===== config.mk =====
export PLATFORM = sky130hd
export DESIGN_NAME = rc_receiver_frame_decoder_top
export DESIGN_NICKNAME = d
export VERILOG_FILES = /design/src/rtl/rcfd_pkg.sv /design/src/rtl/rcfd_front.sv /design/src/rtl/rcfd_queue.sv /design/src/rtl/rcfd_back.sv /design/src/rtl/rc_receiver_frame_decoder_top.sv
export VERILOG_INCLUDE_DIRS = /design/src /design/src/rtl
export SDC_FILE = /design/constraint.sdc
export NUM_CORES = 1
export LEC_CHECK = 0
export BUFFER_PORTS_ARGS = -buffer_cell sky130_fd_sc_hd__buf_2
export CAP_MARGIN = 10
export CELL_PAD_IN_SITES_DETAIL_PLACEMENT = 1
export CELL_PAD_IN_SITES_GLOBAL_PLACEMENT = 1
export CORE_MARGIN = 4
export CORE_UTILIZATION = 40
export DETAILED_ROUTE_END_ITERATION = 10
export PLACE_DENSITY = 0.73
export SYNTH_ARGS = -nofsm -noshare
export SYNTH_HDL_FRONTEND = slang
export SYNTH_SLANG_ARGS = --single-unit

===== constraint.sdc =====
create_clock -name aclk -period 12.7 [get_ports aclk]
set_clock_uncertainty 0.05 [all_clocks]
set_input_delay 2.54 -clock aclk [delete_from_list [all_inputs] [get_ports aclk]]
set_output_delay 2.54 -clock aclk [all_outputs]
set_load 0.1 [all_outputs]

===== src/rtl/rc_receiver_frame_decoder_top_assert.svh =====
// Assertion macros for the remote-control frame decoder.
// Used by the top level only; expects a clock aclk and reset aresetn in scope.
`ifndef RC_RECEIVER_FRAME_DECODER_TOP_ASSERT_SVH
`define RC_RECEIVER_FRAME_DECODER_TOP_ASSERT_SVH

// Same-cycle implication, checked outside reset.
`define RCFD_ASSERT_NOW(label, ante, cons, msg) \
    label: assert property (@(posedge aclk) disable iff (!aresetn) (ante) |-> (cons)) \
        else $error(msg);

// Next-cycle implication, checked outside reset.
`define RCFD_ASSERT_NEXT(label, ante, cons, msg) \
    label: assert property (@(posedge aclk) disable iff (!aresetn) (ante) |=> (cons)) \
        else $error(msg);

`endif


===== src/rtl/rcfd_pkg.sv =====
// Shared types and constants for the remote-control frame decoder.
// No dependencies; used by every module of the block.
`timescale 1ns / 1ps

package rcfd_pkg;

    // Frame geometry and check constants.
    localparam int FRAME_LEN    = 18;
    localparam int CH_W         = 11;
    localparam int WIN_W        = 13;
    localparam int WINDOW_SLACK = 10;
    localparam logic [CH_W-1:0] FAILSAFE_CH = 11'd1024;

    // Configuration register reset values and widths.
    localparam int LIMIT_W = 8;
    localparam int CFG_DATA_W = 11;
    localparam int CFG_INDEX_W = 2;
    localparam logic [CH_W-1:0]    CHANNEL_MIN_RESET = 11'd364;
    localparam logic [CH_W-1:0]    CHANNEL_MAX_RESET = 11'd1684;
    localparam logic [LIMIT_W-1:0] FAIL_LIMIT_RESET  = 8'd10;

    // Configuration register indexes.
    localparam logic [CFG_INDEX_W-1:0] CFG_CHANNEL_MIN = 2'd0;
    localparam logic [CFG_INDEX_W-1:0] CFG_CHANNEL_MAX = 2'd1;
    localparam logic [CFG_INDEX_W-1:0] CFG_FAIL_LIMIT  = 2'd2;

    // Depth of the queue between front and back.
    localparam int QUEUE_DEPTH = 2;

    // Input operation codes.
    typedef enum logic [1:0] {
        OP_BYTE  = 2'd0,
        OP_IDLE  = 2'd1,
        OP_ERROR = 2'd2,
        OP_TICK  = 2'd3
    } op_t;

    // Decoded contents of one frame, also the held output record.
    typedef struct packed {
        logic [CH_W-1:0] ch0;
        logic [CH_W-1:0] ch1;
        logic [CH_W-1:0] ch2;
        logic [CH_W-1:0] ch3;
        logic [CH_W-1:0] ch4;
        logic [3:0]      switches;
        logic [15:0]     mouse_dx;
        logic [15:0]     mouse_dy;
        logic [15:0]     mouse_dz;
        logic [1:0]      buttons;
        logic [15:0]     keys;
    } held_t;

    // Command passed from front to back: load a frame or apply failsafe.
    typedef struct packed {
        logic  failsafe;
        held_t data;
    } cmd_t;

    // Failsafe record.
    localparam held_t FAILSAFE_HELD = '{
        ch0: FAILSAFE_CH, ch1: FAILSAFE_CH, ch2: FAILSAFE_CH,
        ch3: FAILSAFE_CH, ch4: FAILSAFE_CH,
        switches: 4'd0, mouse_dx: 16'd0, mouse_dy: 16'd0, mouse_dz: 16'd0,
        buttons: 2'd0, keys: 16'd0
    };

endpackage


===== src/rtl/rcfd_front.sv =====
// Front end: takes input items, assembles and checks frames, counts ticks.
// Depends on rcfd_pkg; feeds commands into rcfd_queue.
`timescale 1ns / 1ps

module rcfd_front (
    input  logic                                   aclk,
    input  logic                                   aresetn,
    input  logic                                   s_valid,
    output logic                                   s_ready,
    input  logic [1:0]                             s_operation,
    input  logic [7:0]                             s_data_byte,
    input  logic                                   cfg_valid,
    output logic                                   cfg_ready,
    input  logic [rcfd_pkg::CFG_INDEX_W-1:0]       cfg_index,
    input  logic [rcfd_pkg::CFG_DATA_W-1:0]        cfg_data,
    input  logic                                   q_full,
    output logic                                   push,
    output rcfd_pkg::cmd_t                         push_cmd
);

    localparam int StoreLen = rcfd_pkg::FRAME_LEN - 1;
    localparam int CountW   = $clog2(rcfd_pkg::FRAME_LEN);

    logic [rcfd_pkg::CH_W-1:0]    channel_min_reg;
    logic [rcfd_pkg::CH_W-1:0]    channel_max_reg;
    logic [rcfd_pkg::LIMIT_W-1:0] fail_limit_reg;

    logic [7:0]                   frame_reg [StoreLen];
    logic [CountW-1:0]            byte_count_reg;
    logic [CountW-1:0]            byte_count_next;
    logic [rcfd_pkg::LIMIT_W-1:0] tick_count_reg;
    logic [rcfd_pkg::LIMIT_W-1:0] tick_count_next;

    rcfd_pkg::op_t                op;
    logic                         accept;
    logic                         last_byte;
    logic                         tick_fail;
    logic                         frame_ok;
    logic [47:0]                  head;
    logic [3:0]                   sw;
    logic signed [rcfd_pkg::WIN_W-1:0] win_lo;
    logic signed [rcfd_pkg::WIN_W-1:0] win_hi;
    rcfd_pkg::held_t              decoded;

    function automatic logic in_window(
        input logic [rcfd_pkg::CH_W-1:0]          v,
        input logic signed [rcfd_pkg::WIN_W-1:0]  lo,
        input logic signed [rcfd_pkg::WIN_W-1:0]  hi
    );
        logic signed [rcfd_pkg::WIN_W-1:0] sv;
        sv = $signed({2'b00, v});
        return (sv >= lo) && (sv <= hi);
    endfunction

    assign s_ready   = !q_full;
    assign cfg_ready = 1'b1;
    assign accept    = s_valid && s_ready;
    assign op        = rcfd_pkg::op_t'(s_operation);

    // Window bounds in signed arithmetic so a low minimum accepts everything.
    assign win_lo = $signed({2'b00, channel_min_reg})
                    - rcfd_pkg::WIN_W'(rcfd_pkg::WINDOW_SLACK);
    assign win_hi = $signed({2'b00, channel_max_reg})
                    + rcfd_pkg::WIN_W'(rcfd_pkg::WINDOW_SLACK);

    // Bit stream of the first six bytes holds the four sticks and switches.
    assign head = {frame_reg[5], frame_reg[4], frame_reg[3],
                   frame_reg[2], frame_reg[1], frame_reg[0]};
    assign sw   = head[47:44];

    // Decode the frame; the last byte comes straight from the input.
    always_comb begin
        decoded.ch0      = head[10:0];
        decoded.ch1      = head[21:11];
        decoded.ch2      = head[32:22];
        decoded.ch3      = head[43:33];
        decoded.ch4      = {s_data_byte[2:0], frame_reg[16]};
        decoded.switches = sw;
        decoded.mouse_dx = {frame_reg[7], frame_reg[6]};
        decoded.mouse_dy = {frame_reg[9], frame_reg[8]};
        decoded.mouse_dz = {frame_reg[11], frame_reg[10]};
        decoded.buttons  = {frame_reg[13][0], frame_reg[12][0]};
        decoded.keys     = {frame_reg[15], frame_reg[14]};
    end

    // Frame check: sticks in window, both switches set, buttons 0 or 1.
    assign frame_ok = in_window(decoded.ch0, win_lo, win_hi)
                   && in_window(decoded.ch1, win_lo, win_hi)
                   && in_window(decoded.ch2, win_lo, win_hi)
                   && in_window(decoded.ch3, win_lo, win_hi)
                   && (sw[1:0] != 2'd0) && (sw[3:2] != 2'd0)
                   && (frame_reg[12][7:1] == 7'd0) && (frame_reg[13][7:1] == 7'd0);

    assign last_byte = (byte_count_reg == CountW'(StoreLen));
    assign tick_fail = (tick_count_reg >= fail_limit_reg);

    // A command goes to the back on a good frame or a failsafe tick.
    always_comb begin
        push              = 1'b0;
        push_cmd.failsafe = (op == rcfd_pkg::OP_TICK);
        push_cmd.data     = decoded;
        if (accept) begin
            unique case (op)
                rcfd_pkg::OP_BYTE:  push = last_byte && frame_ok;
                rcfd_pkg::OP_TICK:  push = tick_fail;
                default:            push = 1'b0;
            endcase
        end
    end

    // Next byte and tick counts.
    always_comb begin
        byte_count_next = byte_count_reg;
        tick_count_next = tick_count_reg;
        if (accept) begin
            unique case (op)
                rcfd_pkg::OP_BYTE: begin
                    if (last_byte) begin
                        byte_count_next = '0;
                        if (frame_ok) begin
                            tick_count_next = '0;
                        end
                    end else begin
                        byte_count_next = byte_count_reg + CountW'(1);
                    end
                end
                rcfd_pkg::OP_IDLE, rcfd_pkg::OP_ERROR: begin
                    byte_count_next = '0;
                end
                rcfd_pkg::OP_TICK: begin
                    if (tick_fail) begin
                        tick_count_next = fail_limit_reg;
                        byte_count_next = '0;
                    end else begin
                        tick_count_next = tick_count_reg + rcfd_pkg::LIMIT_W'(1);
                    end
                end
                default: begin
                    byte_count_next = byte_count_reg;
                end
            endcase
        end
    end

    // Control state.
    always_ff @(posedge aclk) begin
        if (!aresetn) begin
            byte_count_reg <= '0;
            tick_count_reg <= '0;
        end else begin
            byte_count_reg <= byte_count_next;
            tick_count_reg <= tick_count_next;
        end
    end

    // Frame byte store; the final byte is never stored.
    always_ff @(posedge aclk) begin
        if (accept && (op == rcfd_pkg::OP_BYTE) && !last_byte) begin
            frame_reg[byte_count_reg] <= s_data_byte;
        end
    end

    // Configuration registers; writes to unused indexes are dropped.
    always_ff @(posedge aclk) begin
        if (!aresetn) begin
            channel_min_reg <= rcfd_pkg::CHANNEL_MIN_RESET;
            channel_max_reg <= rcfd_pkg::CHANNEL_MAX_RESET;
            fail_limit_reg  <= rcfd_pkg::FAIL_LIMIT_RESET;
        end else if (cfg_valid && cfg_ready) begin
            unique case (cfg_index)
                rcfd_pkg::CFG_CHANNEL_MIN: channel_min_reg <= cfg_data[rcfd_pkg::CH_W-1:0];
                rcfd_pkg::CFG_CHANNEL_MAX: channel_max_reg <= cfg_data[rcfd_pkg::CH_W-1:0];
                rcfd_pkg::CFG_FAIL_LIMIT:  fail_limit_reg  <= cfg_data[rcfd_pkg::LIMIT_W-1:0];
                default: begin
                end
            endcase
        end
    end

endmodule


===== src/rtl/rcfd_queue.sv =====
// Small command queue between the front and the back of the decoder.
// Depends on rcfd_pkg for the command type.
`timescale 1ns / 1ps

module rcfd_queue #(
    parameter int Depth = rcfd_pkg::QUEUE_DEPTH
) (
    input  logic           aclk,
    input  logic           aresetn,
    input  logic           push,
    input  rcfd_pkg::cmd_t push_cmd,
    output logic           full,
    input  logic           pop,
    output logic           q_valid,
    output rcfd_pkg::cmd_t q_cmd
);

    localparam int PtrW = (Depth > 1) ? $clog2(Depth) : 1;
    localparam int CntW = $clog2(Depth + 1);

    rcfd_pkg::cmd_t  entry_reg [Depth];
    logic [PtrW-1:0] wr_ptr_reg;
    logic [PtrW-1:0] rd_ptr_reg;
    logic [CntW-1:0] count_reg;
    logic            do_push;
    logic            do_pop;

    assign full    = (count_reg == CntW'(Depth));
    assign q_valid = (count_reg != '0);
    assign q_cmd   = entry_reg[rd_ptr_reg];
    assign do_push = push && !full;
    assign do_pop  = pop && q_valid;

    // Pointer and fill tracking.
    always_ff @(posedge aclk) begin
        if (!aresetn) begin
            wr_ptr_reg <= '0;
            rd_ptr_reg <= '0;
            count_reg  <= '0;
        end else begin
            if (do_push) begin
                wr_ptr_reg <= (wr_ptr_reg == PtrW'(Depth - 1)) ? '0 : wr_ptr_reg + PtrW'(1);
            end
            if (do_pop) begin
                rd_ptr_reg <= (rd_ptr_reg == PtrW'(Depth - 1)) ? '0 : rd_ptr_reg + PtrW'(1);
            end
            if (do_push && !do_pop) begin
                count_reg <= count_reg + CntW'(1);
            end else if (do_pop && !do_push) begin
                count_reg <= count_reg - CntW'(1);
            end
        end
    end

    // Entry storage.
    always_ff @(posedge aclk) begin
        if (do_push) begin
            entry_reg[wr_ptr_reg] <= push_cmd;
        end
    end

endmodule


===== src/rtl/rcfd_back.sv =====
// Back end: applies load and failsafe commands to the held data and presents it.
// Depends on rcfd_pkg; reads commands from rcfd_queue.
`timescale 1ns / 1ps

module rcfd_back (
    input  logic                      aclk,
    input  logic                      aresetn,
    input  logic                      q_valid,
    input  rcfd_pkg::cmd_t            q_cmd,
    output logic                      pop,
    output logic                      m_valid,
    input  logic                      m_ready,
    output rcfd_pkg::held_t           held,
    output logic                      link_up
);

    rcfd_pkg::held_t held_reg;
    logic            link_reg;
    logic            m_valid_reg;

    // Take a command whenever the output register is free or being drained.
    assign pop     = q_valid && (!m_valid_reg || m_ready);
    assign m_valid = m_valid_reg;
    assign held    = held_reg;
    assign link_up = link_reg;

    always_ff @(posedge aclk) begin
        if (!aresetn) begin
            m_valid_reg <= 1'b0;
        end else if (pop) begin
            m_valid_reg <= 1'b1;
        end else if (m_ready) begin
            m_valid_reg <= 1'b0;
        end
    end

    // Held data: a good frame replaces it, failsafe forces the safe record.
    always_ff @(posedge aclk) begin
        if (pop) begin
            held_reg <= q_cmd.failsafe ? rcfd_pkg::FAILSAFE_HELD : q_cmd.data;
            link_reg <= !q_cmd.failsafe;
        end
    end

endmodule


===== src/rtl/rc_receiver_frame_decoder_top.sv =====
// Channel   | Handshake          | Payload
// s_        | s_valid / s_ready  | s_operation, s_data_byte
// m_        | m_valid / m_ready  | held sticks, switches, mouse, buttons, keys, link_up
// cfg_      | cfg_valid / cfg_ready | cfg_index, cfg_data
//
// One input item is taken per cycle while s_ready is high. A result is registered in
// the queue, then the result register; the back loads one command a cycle unless a
// held result waits on m_ready. The front decides each item combinationally.
// s_ready falls only when the command queue is full behind a stalled m_ready.
// Reset is synchronous and needs no clearing pass; cfg_ready is always high.
// Top level of the remote-control frame decoder; depends on rcfd_pkg,
// rcfd_front, rcfd_queue, rcfd_back and the assertion macro header.
`timescale 1ns / 1ps

module rc_receiver_frame_decoder_top #(
    parameter int QueueDepth = rcfd_pkg::QUEUE_DEPTH
) (
    input  logic                               aclk,
    input  logic                               aresetn,
    input  logic                               s_valid,
    output logic                               s_ready,
    input  logic [1:0]                         s_operation,
    input  logic [7:0]                         s_data_byte,
    output logic                               m_valid,
    input  logic                               m_ready,
    output logic [10:0]                        m_stick_ch0,
    output logic [10:0]                        m_stick_ch1,
    output logic [10:0]                        m_stick_ch2,
    output logic [10:0]                        m_stick_ch3,
    output logic [10:0]                        m_wheel_ch4,
    output logic [3:0]                         m_switches,
    output logic signed [15:0]                 m_mouse_dx,
    output logic signed [15:0]                 m_mouse_dy,
    output logic signed [15:0]                 m_mouse_dz,
    output logic [1:0]                         m_mouse_buttons,
    output logic [15:0]                        m_key_bits,
    output logic                               m_link_up,
    input  logic                               cfg_valid,
    output logic                               cfg_ready,
    input  logic [rcfd_pkg::CFG_INDEX_W-1:0]   cfg_index,
    input  logic [rcfd_pkg::CFG_DATA_W-1:0]    cfg_data
);

`include "rc_receiver_frame_decoder_top_assert.svh"

    logic            push;
    rcfd_pkg::cmd_t  push_cmd;
    logic            q_full;
    logic            pop;
    logic            q_valid;
    rcfd_pkg::cmd_t  q_cmd;
    rcfd_pkg::held_t held;

    // Front: frame assembly, checking and tick counting.
    rcfd_front u_front (
        .aclk        (aclk),
        .aresetn     (aresetn),
        .s_valid     (s_valid),
        .s_ready     (s_ready),
        .s_operation (s_operation),
        .s_data_byte (s_data_byte),
        .cfg_valid   (cfg_valid),
        .cfg_ready   (cfg_ready),
        .cfg_index   (cfg_index),
        .cfg_data    (cfg_data),
        .q_full      (q_full),
        .push        (push),
        .push_cmd    (push_cmd)
    );

    // Command queue.
    rcfd_queue #(
        .Depth (QueueDepth)
    ) u_queue (
        .aclk     (aclk),
        .aresetn  (aresetn),
        .push     (push),
        .push_cmd (push_cmd),
        .full     (q_full),
        .pop      (pop),
        .q_valid  (q_valid),
        .q_cmd    (q_cmd)
    );

    // Back: held data and result register.
    rcfd_back u_back (
        .aclk    (aclk),
        .aresetn (aresetn),
        .q_valid (q_valid),
        .q_cmd   (q_cmd),
        .pop     (pop),
        .m_valid (m_valid),
        .m_ready (m_ready),
        .held    (held),
        .link_up (m_link_up)
    );

    // Result fields.
    assign m_stick_ch0     = held.ch0;
    assign m_stick_ch1     = held.ch1;
    assign m_stick_ch2     = held.ch2;
    assign m_stick_ch3     = held.ch3;
    assign m_wheel_ch4     = held.ch4;
    assign m_switches      = held.switches;
    assign m_mouse_dx      = $signed(held.mouse_dx);
    assign m_mouse_dy      = $signed(held.mouse_dy);
    assign m_mouse_dz      = $signed(held.mouse_dz);
    assign m_mouse_buttons = held.buttons;
    assign m_key_bits      = held.keys;

    // A connected result always carries two nonzero switches.
    `RCFD_ASSERT_NOW(a_link_switches, m_valid && m_link_up,
        (m_switches[1:0] != 2'd0) && (m_switches[3:2] != 2'd0),
        "connected result with a zero switch")

    // A disconnected result carries the failsafe record.
    `RCFD_ASSERT_NOW(a_failsafe_record, m_valid && !m_link_up,
        (m_stick_ch0 == rcfd_pkg::FAILSAFE_CH) && (m_key_bits == 16'd0)
        && (m_switches == 4'd0),
        "failsafe result with non-failsafe data")

    // The result register empties when taken with nothing queued behind it.
    `RCFD_ASSERT_NEXT(a_drain, m_valid && m_ready && !q_valid, !m_valid,
        "result held after being taken with an empty queue")

endmodule

==> results.yml, run 1 <==
status:
  status: "finished, final reports clean"
layout:
  largest_reg_flops: 252
  stdcell_area_mm2: 0.0257
  multi_input_area_mm2: 0.00561
  final_cell_mix: "514 x edfxtp_1, 171 x nor2_1, 155 x buf_2, 132 x mux2i_1, 96 x ha_1"
  seqCellArea_mm2: 0.0164
  drive_above_1_share: 0.165
  syn_to_final_growth_pct: 15.4
  final_common_cell: "edfxtp_1"
  stdcell_count: 2395
  fill_cells: 5477
  nets: 1726
  diodes: 0
clock_network:
  cts_max_level: 2
  numClockSinks: 563
  postCtsSetupRepairBufs: 0
  clock_path_buffers: 3
  clkSlewWorstSetupHoldPaths_ns: 0.06
  cts_tree: "done"
  cts_resized: 0
  numCtsBuffers: 55
  clock_latency_ns: 0.60
  cts_root_buffer: "clkbuf_16"
  hold_buffers: 0
route:
  wire_per_inst_um: 22.1
  ant_nets: 0
  wl_um: 52900
  avgViaCountPerCell: 5.17
  dr.first_iter.drc_count: 642
  route.vias.total: 12389
  drc_errors: 0
  drt-pass1-iter-count: 5
power_and_ir_drop:
  ir_drop_mv: 0.150
  powerDensity_mw_per_mm2: 227
  power.share.combinational: 0.318
  p_leak_nw: 9.06
  seqPwrFrac: 0.404
  internal-power_mw: 3.50
  pwr-share-clk: 0.279
  p_sw_mw: 2.33
  switching_share: 0.399
timing:
  min_period_ns: 6.16
  tightest_slew_ns: 1.10
  clock.fmax_mhz: 162
  fin_tns_setup_ns: 0
  rsz0062_at_grt: "no"
  hold_viol: 0
  slew_viol_final: 0
  min_period_over_period: 0.485
  setup_viol: 0
  relSlewSlack: 0.263
floorplanning:
  die_area_mm2: 0.0595
  core-area_mm2: 0.0551
  die_h_um: 244
  ios: 157
  start_util: 0.404
  placementRows: 86
  fp.dieW_um: 244
placement:
  hpwlAfterDp_um: 35500
  gp_congestion: 0.871
  placed_cells: 2293
  io_buffers: 155
  dpl-instance-area_mm2: 0.0239
setup_path:
  worst-setup-path-type: "reg -> reg"
  required_ns: 12.87
  crit_path_end: "u_queue.entry_reg[0][83]$_DFFE_PP_"
  cp_max_fo: 66
  reg2reg_depth: 18
  startpoint: "u_front.channel_min_reg[1]$_SDFFE_PN0P_"
  rrSetupSlack_ns: 6.54
  arrival_ns: 6.32
  start_kind: "register"
  reg2reg_to: "u_queue.entry_reg[0][83]$_DFFE_PP_"
  cp-end-kind: "register"
  timing.rr.start: "u_front.channel_min_reg[1]$_SDFFE_PN0P_"
yosys:
  ys_warn_count: 0
  synth_edf_count: 514
  syn_inst: 1424
  postSynthAreaPerCell_um2: 15.6
  synth-async-reset-ratio: 0
  yosysSeqAreaShare: 0.737
  yosysUniqueCellTypes: 72
  ys_seq_elements: 563
  syn_nets: 1548
  netlist_area_mm2: 0.0223
  netlist_top_cells_area: "edfxtp_1 69%, mux2i_1 5.9%, ha_1 5.4%, dfxtp_1 4.4%, nor2_1 2.9%"
  synth_top_area_cell: "edfxtp_1"
  ys.flop_type: "edfxtp_1"
  synth_top_area_frac: 0.693
grt:
  first_global_vias: 13372
  grtUsageTotal: 0.178
  grt_max_degree: 73
  grt_overflow: 0
  grt_pass1_wl_um: 81300
  antenna_found_initial: 4
worst_hold_path:
  hold_path.class: "reg -> reg"
  hp-start: "u_front.frame_reg[15][2]$_DFFE_PP_"
run:
  max-cap-violations: 0
## worst min-delay path by stage
stage	cells past startpoint	endpoint	slack (ns)
2_1_floorplan	0	u_queue.entry_reg[0][0]$_DFFE_PP_	0.37
3_3_place_gp	0	u_queue.entry_reg[0][15]$_DFFE_PP_	0.37
3_5_place_dp	0	u_queue.entry_reg[1][58]$_DFFE_PP_	0.38
4_1_cts	0	u_queue.entry_reg[0][72]$_DFFE_PP_	0.40
5_1_grt	0	u_queue.entry_reg[0][72]$_DFFE_PP_	0.40
6_report	0	u_queue.entry_reg[1][10]$_DFFE_PP_	0.39
## synth_stat cells, types with 9 or more instances
cell type and n:
edfxtp_1 514, nand2_1 85, nand3_1 33, nand2b_1 9, dfxtp_1 49, nor2_1 173, o21a_1 10, inv_1 25
nand4_1 10, o21ai_0 18, xor2_1 17, xnor2_1 16, clkbuf_1 34, nor3_1 17, ha_1 96, a21oi_1 53
mux2i_1 132
## through the flow
stage / setup slack, ns / hold slack (ns) / power (mW) / utilization
2_1_floorplan: 3.44 / 0.371 / 3.97 / -
3_3_place_gp: 6.82 / 0.372 / 4.24 / 0.434
3_5_place_dp: 6.52 / 0.381 / 4.26 / 0.434
4_1_cts: 6.51 / 0.398 / 5.90 / 0.467
5_1_grt: 6.22 / 0.398 / 6.06 / 0.467
6_report: 6.54 / 0.392 / 5.83 / 0.467
## worst max-delay path, cell delays in order, from the launching register on
cell and delay, ns:
dfxtp_1 0.38, inv_1 0.09, ha_1 0.19, nor2b_1 0.07, or4_1 0.47, nor3_1 0.22, xnor2_1 0.31, ha_1 0.29
a211o_1 0.17, o22ai_1 0.07, nor3_1 0.20, o31ai_1 0.11, nor4_1 0.29, o221ai_1 0.40, nor4_2 0.44, a21oi_1 0.26
nor3_4 0.15, buf_4 0.66, buf_4 0.83
## layer usage
| metal | routed length [um] | vias to the layer above | share of wire | track usage |
|---|---|---|---|---|
| met5 | 35 | - | 0.00066 | 0 |
| met4 | 1600 | 6 | 0.030 | 0.0569 |
| met3 | 2700 | 98 | 0.051 | 0.0348 |
| met2 | 26700 | 302 | 0.50 | 0.311 |
| met1 | 21900 | 6252 | 0.41 | 0.226 |
| li1 | - | 5731 | - | - |
## cell type report
class / instances / share of cell area
inverters: 25 / 0.00365
well taps: 748 / 0.0364
clock inverters: 43 / 0.0159
flip-flops and latches: 563 / 0.638
clock buffers: 59 / 0.0541
multi-input cells: 791 / 0.218
repair buffers: 166 / 0.0334
## power by group through the flow
| stage | Clock [mW] | Combinational [mW] | Sequential (mW) |
|---|---|---|---|
| 6_report | 1.62 | 1.85 | 2.35 |
| 5_1_grt | 1.75 | 1.94 | 2.37 |
| 4_1_cts | 1.66 | 1.88 | 2.36 |
| 3_5_place_dp | 0 | 1.87 | 2.39 |
| 3_3_place_gp | 0 | 1.85 | 2.39 |
| 2_1_floorplan | 0 | 0.442 | 3.53 |
## logic make-up (layout without fill, tap and decap cells)
family	after synthesis	after routing	synth area share
DFF	563	563	0.737
muxes	133	133	0.0598
other	1	1	0.000168
xor gates and xnor gates	35	35	0.0144
AOI/OAI and AO/OA	148	148	0.0457
and+or+nand+nor	377	377	0.0762
adders and majority gates	97	97	0.0544
buffers and inverters	70	293	0.0125
Power figures use the tool's default switching activity.
==> run 2, diff against run 1 <==
clock period = 5.05 ns   (was 12.7 ns; I/O delays follow)
==> run 2 against run 1 <==
Largest cell class unchanged; final area is 0.62% higher; final cell count up 0.38%; largest power group unchanged; routed wire length is 2.0% higher; via count up 0.21%; sequential power rose to 2.5 times the previous value; register-to-register slack got worse by 6.1 ns.
==> results.yml, run 2 (synthesis gave the netlist of run 1 again) <==
route:
  route.vias.total: 12415
  wire_per_inst_um: 22.5
  wl_um: 54000
  ant_nets: 0
  drc_errors: 0
  avgViaCountPerCell: 5.16
  dr.first_iter.drc_count: 860
  drt-pass1-iter-count: 5
layout:
  syn_to_final_growth_pct: 16.2
  nets: 1741
  largest_reg_flops: 252
  drive_above_1_share: 0.172
  diodes: 0
  final_common_cell: "edfxtp_1"
  final_cell_mix: "514 x edfxtp_1, 171 x nor2_1, 155 x buf_2, 132 x mux2i_1, 94 x ha_1"
  fill_cells: 5482
clock_network:
  clock_path_buffers: 3
  clock_latency_ns: 0.62
  numClockSinks: 563
  hold_buffers: 0
  cts_tree: "done"
  clkSlewWorstSetupHoldPaths_ns: 0.06
  cts_max_level: 2
  cts_root_buffer: "clkbuf_16"
  numCtsBuffers: 56
setup_path:
  arrival_ns: 4.81
  start_kind: "register"
  worst-setup-path-type: "reg -> reg"
  cp-end-kind: "register"
  required_ns: 5.27
  cp_max_fo: 28
  reg2reg_depth: 15
floorplanning:
  core-area_mm2: 0.0551
  start_util: 0.404
  placementRows: 86
  ios: 157
  die_h_um: 244
  fp.dieW_um: 244
  die_area_mm2: 0.0595
timing:
  relSlewSlack: 0.274
  min_period_over_period: 0.909
  hold_viol: 0
  setup_viol: 0
  fin_tns_setup_ns: 0
  tightest_slew_ns: 1.09
  clock.fmax_mhz: 218
  min_period_ns: 4.59
  slew_viol_final: 0
placement:
  hpwlAfterDp_um: 36000
  io_buffers: 155
  gp_congestion: 0.883
power_and_ir_drop:
  p_leak_nw: 9.11
  ir_drop_mv: 0.507
  p_total_mw: 14.5
  powerDensity_mw_per_mm2: 560
grt:
  grt_pass1_wl_um: 81900
  grt_max_degree: 128
  grtUsageTotal: 0.181
  grt_overflow: 0
  first_global_vias: 12965
  antenna_found_initial: 0
status:
  status: "finished, final reports clean"
worst_hold_path:
  hold_path.class: "reg -> reg"
  min_path_cells: 0
run:
  max-cap-violations: 0
## run 2: cell count changes in the layout (fill, tap and decap cells not counted), sizes merged
cell      delta
bufinv       -5
clkinv       -4
buf         +14
clkbuf       +5
clkinvlp     -1
## run 2: worst paths after layout
kind / to / slack [ns] / from
setup / recovery: u_queue.entry_reg[0][68]$_DFFE_PP_ / 0.46 / u_front.channel_max_reg[1]$_SDFFE_PN0P_
hold reg to reg: u_queue.entry_reg[1][30]$_DFFE_PP_ / 0.39 / u_front.frame_reg[11][4]$_DFFE_PP_
setup reg to reg: u_queue.entry_reg[0][68]$_DFFE_PP_ / 0.46 / u_front.channel_max_reg[1]$_SDFFE_PN0P_
hold / removal: u_queue.entry_reg[1][30]$_DFFE_PP_ / 0.39 / u_front.frame_reg[11][4]$_DFFE_PP_
## run 2: metal layers
layer	routed length (um)	track usage	share of wire
met3	2430	0.0261	0.045
met5	0	0	0
met4	1010	0.0462	0.019
met1	24000	0.249	0.44
met2	26600	0.304	0.49
## run 2: area by class of cell
class / instances / area [um2] / area share
Sequential cell: 563 / 16400 / 0.635
Multi-Input combinational cell: 791 / 5690 / 0.220
Clock buffer: 64 / 1430 / 0.0553
Timing Repair Buffer: 180 / 1040 / 0.0401
Tap cell: 748 / 936 / 0.0362
Clock inverter: 33 / 267 / 0.0103
Inverter: 25 / 93.8 / 0.00363
## run 2: where the power goes
group | total, mW | leakage, nW | internal [mW] | switching (mW)
clock | 3.89 | 0.829 | 2.14 | 1.76
sequential | 5.97 | 5.10 | 5.73 | 0.241
combinational | 4.63 | 3.18 | 0.729 | 3.90
total | 14.5 | 9.11 | 8.60 | 5.89
## run 2: repair_timing
action / in CTS / in global routing
resized for setup: 0 / 1
endpoints found under the setup margin: 0 / 28
setup buffers: 0 / 1
endpoints found under the hold margin: 0 / 0
## run 2: metrics by stage
stage          instances  utilization  hold WS (ns)  cell area (um2)  setup WS, ns
3_3_place_gp        2306        0.439         0.372            24200         0.472
6_report            2404        0.470         0.394            25900         0.460
5_1_grt             2404        0.470         0.403            25900      -0.00377
4_1_cts             2403        0.470         0.388            25900         0.341
2_1_floorplan       1424            -         0.371            22400         -1.34
3_5_place_dp        2306        0.439         0.383            24200         0.372
## run 2: critical path: stages, from the launching register on
cell	delay, ns
dfxtp_1	0.51
ha_1	0.34
o2111a_1	0.35
nand3_1	0.13
xor2_1	0.37
ha_1	0.19
nand2_1	0.08
nor3_1	0.20
nand3_1	0.09
a2111oi_1	0.43
o41ai_2	0.25
nor4_4	0.29
a21oi_2	0.17
nor3_4	0.15
buf_4	0.24
buf_4	0.38
==> run 3, diff against run 2 <==
CAP_MARGIN = unset   (was 10)
CORE_ASPECT_RATIO = 0.5   (was unset)
==> run 3 against run 2 <==
Routed wire length is 1.1% lower; sequential share of layout area hardly changed; maximum frequency is 1.4% lower; final cell count is 0.42% lower; non-clock buffer count is 3 lower; clock-buffer cell count is 4 lower; critical path depth is 2 higher; power is 0.35% higher; global-route usage is 0.28 points lower; combinational power is 2% higher; worst setup slack worse by 0.065 ns; largest cell class unchanged; largest power group unchanged; highest routed layer is now met5.
==> results.yml, run 3 (synthesis gave the netlist of run 1 again) <==
grt:
  use_met2: 0.311
  use_met3: 0.0344
  antenna_found_initial: 6
  global_route.peak_usage_layer: "met2"
  grt_max_degree: 128
  grt_overflow: 0
  first_global_vias: 13103
  met1_usage: 0.231
  grt_pass1_wl_um: 81200
  grtUsageTotal: 0.178
layout:
  stdcell_area_mm2: 0.0259
  multi_input_area_mm2: 0.00569
  syn_to_final_growth_pct: 16.1
  final_common_cell: "edfxtp_1"
  largest_reg_flops: 252
  nets: 1732
  fill_cells: 5300
  drive_above_1_share: 0.168
  final_cell_mix: "514 x edfxtp_1, 171 x nor2_1, 155 x buf_2, 132 x mux2i_1, 94 x ha_1"
  fin_util: 0.475
  seqCellArea_mm2: 0.0164
  stdcell_count: 2394
clock_network:
  cts_max_level: 2
  cts_root_buffer: "clkbuf_16"
  numCtsBuffers: 50
  clkSlewWorstSetupHoldPaths_ns: 0.07
  cts_tree: "done"
  numClockSinks: 563
  postCtsSetupRepairBufs: 0
  hold_buffers: 0
  cts_resized: 0
  clock_latency_ns: 0.59
  clock_path_buffers: 3
setup_path:
  cp_top_family: "simple AND/OR/NAND/NOR gates"
  required_ns: 5.51
  slowest_delay_ns: 0.64
  rrSetupSlack_ns: 0.39
  cp-end-kind: "register"
  arrival_ns: 5.11
  path_buf_inv: 0
  cp_max_fo: 8
  start_kind: "register"
  cp_cell_sequence: "ha_1 -> o2111a_1 -> nand3_1 -> xor2_1 -> ha_1 -> nand3_1 -> a21oi_1 -> o21ai_0 -> a21oi_1 -> nor3_1 -> nor3_1 -> nor4_4 -> a21oi_2 -> nor2_1 -> ha_1 -> or3_1 -> a21oi_1"
  worst-setup-path-type: "reg -> reg"
  crit_slowest_cell: "nor3_1"
power_and_ir_drop:
  power.share.combinational: 0.325
  p_sw_mw: 5.85
  powerDensity_mw_per_mm2: 562
  internal-power_mw: 8.69
  seqPwrFrac: 0.405
  pwr-share-clk: 0.271
  switching_share: 0.402
  p_leak_nw: 9.08
  ir_drop_mv: 0.456
timing:
  clock.fmax_mhz: 215
  min_period_ns: 4.66
  hold_viol: 0
  min_period_over_period: 0.922
  rsz0062_at_grt: "no"
  slew_viol_final: 0
  relSlewSlack: 0.328
  setup_viol: 0
  tightest_slew_ns: 1.01
  holdWs_ns: 0.396
floorplanning:
  core-area_mm2: 0.0544
  die_area_mm2: 0.0598
  placementRows: 60
  fp.dieW_um: 342
  start_util: 0.409
  ios: 157
  die_h_um: 175
route:
  avgViaCountPerCell: 5.20
  ant_nets: 0
  route.vias.total: 12440
  wl_um: 53400
  wire_per_inst_um: 22.3
  dr.first_iter.drc_count: 865
  drc_errors: 0
  drt-pass1-iter-count: 5
placement:
  hpwlAfterDp_um: 34600
  gp_congestion: 0.845
  dpl-instance-area_mm2: 0.0242
  placed_cells: 2300
  io_buffers: 155
run:
  max-cap-violations: 0
worst_hold_path:
  hold_path.class: "reg -> reg"
status:
  status: "finished, final reports clean"
-- run 3: power groups by stage --
stage	clock (mW)	sequential, mW	combinational, mW
CTS	4.01	5.89	4.78
finish	3.94	5.88	4.72
floorplan	0	8.78	1.12
global placement	0	5.98	4.70
global route	4.24	5.93	4.92
detailed placement	0	5.98	4.76
-- run 3: per-layer routing --
metal  part of all wire  vias up
met5            0.00086        -
met4              0.019        8
met3              0.050       91
met2               0.51      266
met1               0.42     6334
li1                   -     5741
-- run 3: final timing paths --
| path | from | endpoint | depth (start not counted) |
|---|---|---|---|
| setup / recovery | u_front.channel_max_reg[1]$_SDFFE_PN0P_ | u_queue.count_reg[1]$_SDFFE_PN0P_ | 17 |
| hold / removal | u_front.frame_reg[11][5]$_DFFE_PP_ | u_queue.entry_reg[0][31]$_DFFE_PP_ | 0 |
| setup reg to reg | u_front.channel_max_reg[1]$_SDFFE_PN0P_ | u_queue.count_reg[1]$_SDFFE_PN0P_ | 17 |
| hold reg to reg | u_front.frame_reg[11][5]$_DFFE_PP_ | u_queue.entry_reg[0][31]$_DFFE_PP_ | 0 |
-- run 3: worst register-to-register path: cells and delay by family (launching register included) --
family,cells,cell delay [ns]
compound gates,6,1.22
xor+xnor,1,0.37
fa+ha+maj,3,0.89
flops,1,0.56
simple gates,7,1.51
-- run 3: stage by stage --
| step | setup TNS [ns] | setup slack, ns | power [mW] |
|---|---|---|---|
| 3_5_place_dp | 0 | 0.427 | 10.7 |
| 4_1_cts | 0 | 0.427 | 14.7 |
| 3_3_place_gp | 0 | 0.536 | 10.7 |
| 2_1_floorplan | -193.83 | -1.34 | 9.90 |
| 6_report | 0 | 0.395 | 14.5 |
| 5_1_grt | 0 | 0.0203 | 15.1 |
-- run 3: area by class of cell --
type / instances / area share
clock buffer: 60 / 0.0507
inverter: 25 / 0.00363
sequential: 563 / 0.635
multi-input combinational: 791 / 0.220
clock inverter: 33 / 0.0143
antenna: 1 / 0.0000968
tap: 744 / 0.0360
timing repair buffer: 177 / 0.0403
